--- config.mk ---
export PLATFORM = sky130hd
export DESIGN_NAME = top_h_set_intersection_kernel
export DESIGN_NICKNAME = d
export VERILOG_FILES = /design/src/sv/hsik_pkg.sv /design/src/sv/top_h_set_intersection_kernel.sv /design/src/sv/hsik_mark_mem.sv /design/src/sv/hsik_div.sv
export SDC_FILE = /design/constraint.sdc
export NUM_CORES = 2
export LEC_CHECK = 0
export ABC_CLOCK_PERIOD_IN_PS = 15900
export BUFFER_PORTS_ARGS = -buffer_cell sky130_fd_sc_hd__buf_2
export CORE_ASPECT_RATIO = 0.6
export CORE_MARGIN = 2
export CORE_UTILIZATION = 44
export DETAILED_ROUTE_END_ITERATION = 16
export HOLD_SLACK_MARGIN = 0.05
export PLACE_DENSITY = 0.67
export RECOVER_POWER = 50
export SYNTH_ARGS = -nofsm -noshare
export SYNTH_HDL_FRONTEND = slang
export SYNTH_SLANG_ARGS = --single-unit
--- constraint.sdc ---
create_clock -name i_clk -period 15.9 [get_ports i_clk]
set_input_delay 1.59 -clock i_clk [delete_from_list [all_inputs] [get_ports i_clk]]
set_output_delay 1.59 -clock i_clk [all_outputs]
set_load 0.05 [all_outputs]
--- src/sv/hsik_pkg.sv ---
// Package for the top-H set intersection kernel.
// Holds field widths and shared constants; no dependencies.
package hsik_pkg;

    localparam int IDX_W    = 10;               // list index field
    localparam int CNT_W    = 11;               // counters and top_count
    localparam int FRAC_W   = 16;               // Q1.16 score fraction bits
    localparam int SCORE_W  = 17;               // score field
    localparam int DIVD_W   = CNT_W + FRAC_W;   // dividend of score division
    localparam int S_DATA_W = 16;               // input tdata, whole bytes
    localparam int M_DATA_W = 32;               // output tdata, whole bytes

    localparam logic [CNT_W-1:0] CNT_MAX   = '1;
    localparam logic [CNT_W-1:0] TOP_RESET = CNT_W'(1);

    localparam logic MODE_REF   = 1'b0;
    localparam logic MODE_PROBE = 1'b1;

endpackage

--- src/sv/top_h_set_intersection_kernel.sv ---
// Top level of the top-H set intersection kernel: control sequencer, counters,
// output register. Depends on hsik_pkg, hsik_mark_mem and hsik_div.
//
//  channel   direction  beat content
//  s_axis    in         tdata: index; tuser: mode, first; tlast: last
//  m_axis    out        tdata: match_count, score
//  cfg       in         data: top_count
//
// A reference item that is not first is marked in the table (if counted) as it is accepted. A
// first reference item clears the table, one entry a cycle, then writes its own mark. A probe
// reads the registered table output in S_PROBE; a last probe then starts the serial divider
// and waits in S_DIV to load the result. Reset runs the same clearing pass and holds
// s_axis_tready low while it runs. A stalled output only holds the block when the next
// result is ready to load.
module top_h_set_intersection_kernel #(
    parameter int TABLE_SIZE = 1024
) (
    input  logic                          i_clk,
    input  logic                          i_rst_n,
    input  logic                          s_axis_tvalid,
    output logic                          s_axis_tready,
    input  logic [hsik_pkg::S_DATA_W-1:0] s_axis_tdata,   // [9:0] index
    input  logic [1:0]                    s_axis_tuser,   // [0] mode, [1] first
    input  logic                          s_axis_tlast,
    output logic                          m_axis_tvalid,
    input  logic                          m_axis_tready,
    output logic [hsik_pkg::M_DATA_W-1:0] m_axis_tdata,   // [10:0] match_count,
                                                          // [27:11] score
    input  logic                          i_cfg_valid,
    output logic                          o_cfg_ready,
    input  logic [hsik_pkg::CNT_W-1:0]    i_cfg_data
);

    localparam int AW = $clog2(TABLE_SIZE);

    typedef enum logic [2:0] {
        S_CLEAR, S_REF_WR, S_IDLE, S_PROBE, S_DIV
    } t_state;

    t_state                      r_state, n_state;
    logic [AW-1:0]               r_clr_addr, n_clr_addr;
    logic [hsik_pkg::CNT_W-1:0]  r_top_count;
    logic [hsik_pkg::CNT_W-1:0]  r_ref_seen, n_ref_seen;
    logic [hsik_pkg::CNT_W-1:0]  r_probe_seen, n_probe_seen;
    logic [hsik_pkg::CNT_W-1:0]  r_match, n_match;
    logic                        r_pend_wr, n_pend_wr;
    logic [AW-1:0]               r_pend_addr, n_pend_addr;
    logic                        r_hit_try, n_hit_try;
    logic                        r_last, n_last;
    logic                        r_out_valid, n_out_valid;
    logic [hsik_pkg::M_DATA_W-1:0] r_out_data, n_out_data;

    logic                        w_accept;
    logic                        w_mode;
    logic                        w_first;
    logic [31:0]                 w_idx32;
    logic [AW-1:0]               w_addr;
    logic                        w_in_table;
    logic [hsik_pkg::CNT_W-1:0]  w_seen_base;
    logic                        w_take;
    logic                        w_mem_we;
    logic [AW-1:0]               w_mem_waddr;
    logic                        w_mem_wdata;
    logic                        w_mem_rdata;
    logic                        w_div_start;
    logic [hsik_pkg::DIVD_W-1:0] w_div_dividend;
    logic                        w_div_busy;
    logic [hsik_pkg::DIVD_W-1:0] w_div_quot;
    logic [hsik_pkg::SCORE_W-1:0] w_score;

    assign s_axis_tready = (r_state == S_IDLE);
    assign w_accept      = s_axis_tvalid && s_axis_tready;
    assign w_mode        = s_axis_tuser[0];
    assign w_first       = s_axis_tuser[1];
    assign w_idx32       = 32'(s_axis_tdata[hsik_pkg::IDX_W-1:0]);
    assign w_addr        = w_idx32[AW-1:0];
    assign w_in_table    = (w_idx32 < 32'(TABLE_SIZE));
    assign o_cfg_ready   = 1'b1;

    // Count an item only while its list is inside the first top_count places.
    always_comb begin
        if (w_mode == hsik_pkg::MODE_REF) begin
            w_seen_base = w_first ? '0 : r_ref_seen;
        end else begin
            w_seen_base = w_first ? '0 : r_probe_seen;
        end
        w_take = (w_seen_base < r_top_count) && (w_seen_base != hsik_pkg::CNT_MAX);
    end

    always_comb begin
        w_mem_we    = 1'b0;
        w_mem_waddr = w_addr;
        w_mem_wdata = 1'b1;
        case (r_state)
            S_CLEAR: begin
                w_mem_we    = 1'b1;
                w_mem_waddr = r_clr_addr;
                w_mem_wdata = 1'b0;
            end
            S_REF_WR: begin
                w_mem_we    = r_pend_wr;
                w_mem_waddr = r_pend_addr;
            end
            S_IDLE: begin
                w_mem_we = w_accept && (w_mode == hsik_pkg::MODE_REF) && !w_first
                           && w_take && w_in_table;
            end
            default: begin
                w_mem_we = 1'b0;
            end
        endcase
    end

    assign w_score = (r_top_count == '0) ? '0 : w_div_quot[hsik_pkg::SCORE_W-1:0];
    assign w_div_dividend = {n_match, hsik_pkg::FRAC_W'(0)};

    always_comb begin
        n_state      = r_state;
        n_clr_addr   = r_clr_addr;
        n_ref_seen   = r_ref_seen;
        n_probe_seen = r_probe_seen;
        n_match      = r_match;
        n_pend_wr    = r_pend_wr;
        n_pend_addr  = r_pend_addr;
        n_hit_try    = r_hit_try;
        n_last       = r_last;
        n_out_valid  = r_out_valid && !m_axis_tready;
        n_out_data   = r_out_data;
        w_div_start  = 1'b0;
        case (r_state)
            S_CLEAR: begin
                n_clr_addr = r_clr_addr + AW'(1);
                if (r_clr_addr == AW'(TABLE_SIZE - 1)) begin
                    n_clr_addr = '0;
                    n_state    = S_REF_WR;
                end
            end
            S_REF_WR: begin
                n_pend_wr = 1'b0;
                n_state   = S_IDLE;
            end
            S_IDLE: begin
                if (w_accept) begin
                    if (w_mode == hsik_pkg::MODE_REF) begin
                        n_ref_seen = w_seen_base + hsik_pkg::CNT_W'(w_take);
                        if (w_first) begin
                            // hold the mark until the table sweep is done
                            n_pend_wr   = w_take && w_in_table;
                            n_pend_addr = w_addr;
                            n_state     = S_CLEAR;
                        end
                    end else begin
                        n_probe_seen = w_seen_base + hsik_pkg::CNT_W'(w_take);
                        if (w_first) begin
                            n_match = '0;
                        end
                        n_hit_try = w_take && w_in_table;
                        n_last    = s_axis_tlast;
                        n_state   = S_PROBE;
                    end
                end
            end
            S_PROBE: begin
                if (r_hit_try && w_mem_rdata && (r_match != hsik_pkg::CNT_MAX)) begin
                    n_match = r_match + hsik_pkg::CNT_W'(1);
                end
                if (r_last) begin
                    w_div_start = 1'b1;
                    n_state     = S_DIV;
                end else begin
                    n_state = S_IDLE;
                end
            end
            S_DIV: begin
                if (!w_div_busy && (!r_out_valid || m_axis_tready)) begin
                    n_out_valid = 1'b1;
                    n_out_data  = hsik_pkg::M_DATA_W'({w_score, r_match});
                    n_state     = S_IDLE;
                end
            end
            default: begin
                n_state = S_IDLE;
            end
        endcase
    end

    always_ff @(posedge i_clk) begin
        if (!i_rst_n) begin
            r_state      <= S_CLEAR;
            r_clr_addr   <= '0;
            r_top_count  <= hsik_pkg::TOP_RESET;
            r_ref_seen   <= '0;
            r_probe_seen <= '0;
            r_match      <= '0;
            r_pend_wr    <= 1'b0;
            r_out_valid  <= 1'b0;
        end else begin
            r_state      <= n_state;
            r_clr_addr   <= n_clr_addr;
            r_ref_seen   <= n_ref_seen;
            r_probe_seen <= n_probe_seen;
            r_match      <= n_match;
            r_pend_wr    <= n_pend_wr;
            r_out_valid  <= n_out_valid;
            if (i_cfg_valid) begin
                r_top_count <= i_cfg_data;
            end
        end
    end

    always_ff @(posedge i_clk) begin
        r_pend_addr <= n_pend_addr;
        r_hit_try   <= n_hit_try;
        r_last      <= n_last;
        r_out_data  <= n_out_data;
    end

    assign m_axis_tvalid = r_out_valid;
    assign m_axis_tdata  = r_out_data;

    hsik_mark_mem #(
        .DEPTH (TABLE_SIZE),
        .AW    (AW)
    ) u_mark_mem (
        .i_clk   (i_clk),
        .i_we    (w_mem_we),
        .i_waddr (w_mem_waddr),
        .i_wdata (w_mem_wdata),
        .i_raddr (w_addr),
        .o_rdata (w_mem_rdata)
    );

    hsik_div u_div (
        .i_clk      (i_clk),
        .i_rst_n    (i_rst_n),
        .i_start    (w_div_start),
        .i_dividend (w_div_dividend),
        .i_divisor  (r_top_count),
        .o_busy     (w_div_busy),
        .o_quot     (w_div_quot)
    );

    a_div_in_div_state: assert property (@(posedge i_clk) disable iff (!i_rst_n)
        w_div_busy |-> (r_state == S_DIV))
        else $error("divider busy outside the divide state");

    a_match_le_seen: assert property (@(posedge i_clk) disable iff (!i_rst_n)
        r_match <= r_probe_seen)
        else $error("match count exceeds counted probes");

    a_out_from_div: assert property (@(posedge i_clk) disable iff (!i_rst_n)
        $rose(r_out_valid) |-> ($past(r_state) == S_DIV))
        else $error("result loaded outside the divide state");

    a_no_write_in_probe: assert property (@(posedge i_clk) disable iff (!i_rst_n)
        (r_state == S_PROBE || r_state == S_DIV) |-> !w_mem_we)
        else $error("table written while a probe is in flight");

endmodule

--- src/sv/hsik_mark_mem.sv ---
// One-bit membership table: synchronous memory, one write and one read port.
// Read data is registered. Uses no package items.
module hsik_mark_mem #(
    parameter int DEPTH = 1024,
    parameter int AW    = 10
) (
    input  logic          i_clk,
    input  logic          i_we,
    input  logic [AW-1:0] i_waddr,
    input  logic          i_wdata,
    input  logic [AW-1:0] i_raddr,
    output logic          o_rdata
);

    logic r_mem [DEPTH];
    logic r_rdata;

    always_ff @(posedge i_clk) begin
        if (i_we) begin
            r_mem[i_waddr] <= i_wdata;
        end
        r_rdata <= r_mem[i_raddr];
    end

    assign o_rdata = r_rdata;

endmodule

--- src/sv/hsik_div.sv ---
// Restoring divider, one quotient bit per cycle, for the Q1.16 score.
// Depends on hsik_pkg for the dividend and count widths.
module hsik_div (
    input  logic                        i_clk,
    input  logic                        i_rst_n,
    input  logic                        i_start,
    input  logic [hsik_pkg::DIVD_W-1:0] i_dividend,
    input  logic [hsik_pkg::CNT_W-1:0]  i_divisor,
    output logic                        o_busy,
    output logic [hsik_pkg::DIVD_W-1:0] o_quot
);

    localparam int STEP_W = $clog2(hsik_pkg::DIVD_W);

    logic                        r_busy;
    logic [STEP_W-1:0]           r_step;
    logic [hsik_pkg::DIVD_W-1:0] r_quot;     // dividend shifts out, quotient in
    logic [hsik_pkg::CNT_W-1:0]  r_rem;
    logic [hsik_pkg::CNT_W-1:0]  r_divisor;

    logic [hsik_pkg::CNT_W:0]    w_trial;
    logic                        w_fits;

    assign w_trial = {r_rem, r_quot[hsik_pkg::DIVD_W-1]};
    assign w_fits  = (w_trial >= {1'b0, r_divisor});

    always_ff @(posedge i_clk) begin
        if (!i_rst_n) begin
            r_busy <= 1'b0;
            r_step <= '0;
        end else if (i_start) begin
            r_busy <= 1'b1;
            r_step <= '0;
        end else if (r_busy) begin
            if (r_step == STEP_W'(hsik_pkg::DIVD_W - 1)) begin
                r_busy <= 1'b0;
            end
            r_step <= r_step + STEP_W'(1);
        end
    end

    always_ff @(posedge i_clk) begin
        if (i_start) begin
            r_quot    <= i_dividend;
            r_rem     <= '0;
            r_divisor <= i_divisor;
        end else if (r_busy) begin
            if (w_fits) begin
                r_rem <= hsik_pkg::CNT_W'(w_trial - {1'b0, r_divisor});
            end else begin
                r_rem <= w_trial[hsik_pkg::CNT_W-1:0];
            end
            r_quot <= {r_quot[hsik_pkg::DIVD_W-2:0], w_fits};
        end
    end

    assign o_busy = r_busy;
    assign o_quot = r_quot;

endmodule

==> qor.yml <==
worstPathArrival_ns: 10.73
dr_wl_met3_mm: 17.3
drc: 0
hp-start: "u_div.r_rem[10]"
wirelength_mm: 139
slew_violations: 716
synth-edff-count: 1086
cts_hold_buf: 0
synthMuxAreaShare_pct: 12.5
clock_sinks: 1179
layout_common_cells: "nor2_1, edfxtp_1, mux4_2"
synth-xor-area-share_pct: 0.504
cts_tree: "done"
ant_nets: 0
clock_path_buffers: 3
layout-drive-gt1-share_pct: 14.4
core_sq_um: 117000
final_core_util_pct: 48.4
rr_worst_depth: 6
die_width_um: 449
grt_pass1_wl_mm: 204
synth.yosys.seq_area_share_pct: 66.1
post-dp-hpwl_mm: 78.8
viasPerCell: 5.97
syn_area_sq_um: 52200
antenna_found_initial: 3
outcome: "finished with violations"
violations: "capacitance limit, slew limit"
via_count: 32254
holdPathStages: 2
initial_core_util_pct: 44.5
crit_required_ns: 16.45
clk_pin_slew_ns: 0.07
io_pins: 70
ys.flop_type: "edfxtp_1"
grt_overflow_total: 0
synthSimpleGateAreaFrac_pct: 11.9
period_share_pct: 64.0
grt_pass1_vias: 30380
tightest_slew_ns: 7.50
end_kind: "register"
setup_viol: 0
portBuffers: 58
gr-usage-all-layers_pct: 22.5
cts_root_buf: "clkbuf_16"
rsz0062_at_grt: "no"
grt_start_max_net_pins: 198
reg2reg_from: "r_state[2]"
fin_nets: 3800
area_growth_pct: 8.62
reg2reg_to: "u_mark_mem.r_mem[925]"
h-tree-depth: 3
holdPathEnd: "u_div.r_rem[10]"
synth_compound_area_share_pct: 4.68
peakVddDrop_mv: 0.0912
drtPass1Iterations: 6
highest_layer: "met5"
hold_class: "reg2reg"
period_needed_ns: 10.18
cts_setup_buffers: 0
antenna_cells: 0
row_count: 97
dieArea_sq_um: 121000
fmax_mhz: 98.2
m1WireLength_mm: 60.6
worstPathMaxFanout: 106
synth_warnings: 0
p_leak_nw: 17.3
synthAdderAreaFrac_pct: 0.686
synthDistinctLibCells: 82
dr_wl_met2_mm: 58.0
cts_buffers: 101
wl_per_cell_um: 25.7
syn_area_per_cell_sq_um: 13.6
tns_ns: 0
startpoint_type: "primary input"
critPathLaunch: "s_axis_tdata[1]"
post_cts_resize_count: 0
power_density_nw_per_um2: 108
syn_inst: 3830
hold_viol: 0
worstSetupPathType: "in2reg"
ys_seq_elements: 1179
clk-insertion-delay-late_ns: 0.70
drv_cap: 11
slew_headroom_pct: -400
fin_skew_ns: 0.0363
synth_top_family_by_area: "multiplexers"
fp.dieH_um: 271
drt_iter0_drc: 5094
final_common_cell: "nor2_1"
ff2ff_setup_slack_ns: 6.17
synth-async-reset-ratio_pct: 0
gp_congestion: 0.858
[worst max-delay path by stage]
stage / cells after the start / endpoint
after floorplan: 6 / r_clr_addr[7]
after global placement: 13 / u_mark_mem.r_mem[605]
after detailed placement: 13 / u_mark_mem.r_mem[894]
after CTS: 13 / u_mark_mem.r_mem[573]
after global routing: 10 / u_mark_mem.o_rdata
final: 10 / u_mark_mem.o_rdata
[cells in the mapped netlist (16+ instances only)]
| library cell | instances | area [sq um] |
|---|---|---|
| nor2_1 | 1162 | 4360 |
| edfxtp_1 | 1086 | 32600 |
| mux4_2 | 232 | 5230 |
| nand2_1 | 168 | 631 |
| clkbuf_1 | 141 | 529 |
| buf_2 | 112 | 561 |
| mux2i_1 | 108 | 1080 |
| dfxtp_1 | 93 | 1860 |
| a22oi_1 | 70 | 526 |
| a21oi_1 | 47 | 235 |
| o21ai_0 | 42 | 210 |
| a211oi_1 | 41 | 308 |
| nand3_1 | 41 | 205 |
| buf_4 | 39 | 293 |
| inv_1 | 35 | 131 |
| o21bai_2 | 29 | 327 |
| and2_1 | 27 | 169 |
| ha_1 | 27 | 338 |
| buf_6 | 24 | 270 |
| nor2b_1 | 21 | 131 |
| o22ai_1 | 19 | 119 |
| mux2_2 | 17 | 191 |
| nor3_1 | 17 | 85.1 |
| xor2_1 | 17 | 149 |
| nand4_1 | 16 | 100 |
[registers in the layout (all words and copies together) (netlist names), 3 cells and up]
signal and count:
r_top_count 11, r_match 11, u_mark_mem.r_mem 1024, r_clr_addr 10
m_axis_tdata 28, r_probe_seen 11, u_div.o_quot 27, u_div.r_divisor 11
r_state 3, u_div.r_step 5, r_ref_seen 11, r_pend_addr 10
u_div.r_rem 11
[area by class of cell]
class / instances / area [sq um]
Clock buffer: 126 / 2720
Fill cell: 10155 / 60500
Multi-Input combinational cell: 2283 / 16100
Inverter: 39 / 148
Sequential cell: 1179 / 34500
Clock inverter: 56 / 450
Tap cell: 1584 / 1980
Timing Repair Buffer: 133 / 781
[logic make-up after synthesis]
logic type | after synthesis
other | 2
adder cells (fa/ha/maj) | 28
AO/OA/AOI/OAI | 335
AND/OR/NAND/NOR | 1527
multiplexers | 358
flip-flops | 1179
XOR/XNOR | 30
buffers and inverters | 371
[per-stage QoR]
stage / cell area, sq um / total power, W / hold slack, ns / worst slack [ns] / cells
global placement: 53600 / 0.00370 / 0.444 / 9.66 / 5218
detailed placement: 53600 / 0.00371 / 0.467 / 9.66 / 5218
global route: 56700 / 0.00625 / 0.511 / 5.34 / 5400
finish: 56700 / 0.00610 / 0.480 / 5.72 / 5400
floorplan: 52200 / 0.00362 / 0.406 / 0.789 / 3833
CTS: 56800 / 0.00611 / 0.481 / 10.42 / 5400
[per-layer routing]
layer	vias to the layer above	GRT usage, %
met2	1830	31.1
met1	16463	35.1
met5	-	0
met4	2	5.51
li1	13768	-
met3	191	5.80
[report_power, final]
part | leakage [nW] | internal, W | switching, W | total [W]
Combinational | 5.03 | 0.000120 | 0.000185 | 0.000305
Sequential | 10.7 | 0.00334 | 0.00000874 | 0.00335
Clock | 1.58 | 0.00131 | 0.00113 | 0.00245
Total | 17.3 | 0.00477 | 0.00133 | 0.00610
[critical path, stage by stage]
cell and delay (ns):
buf_8 0.56, clkbuf_1 5.21, buf_4 1.30, mux4_2 0.44
mux4_2 0.55, nor3_1 0.20, a2111oi_0 0.10, and4b_1 0.27
a22oi_1 0.19, o211ai_1 0.10
Power figures use the tool's default switching activity.
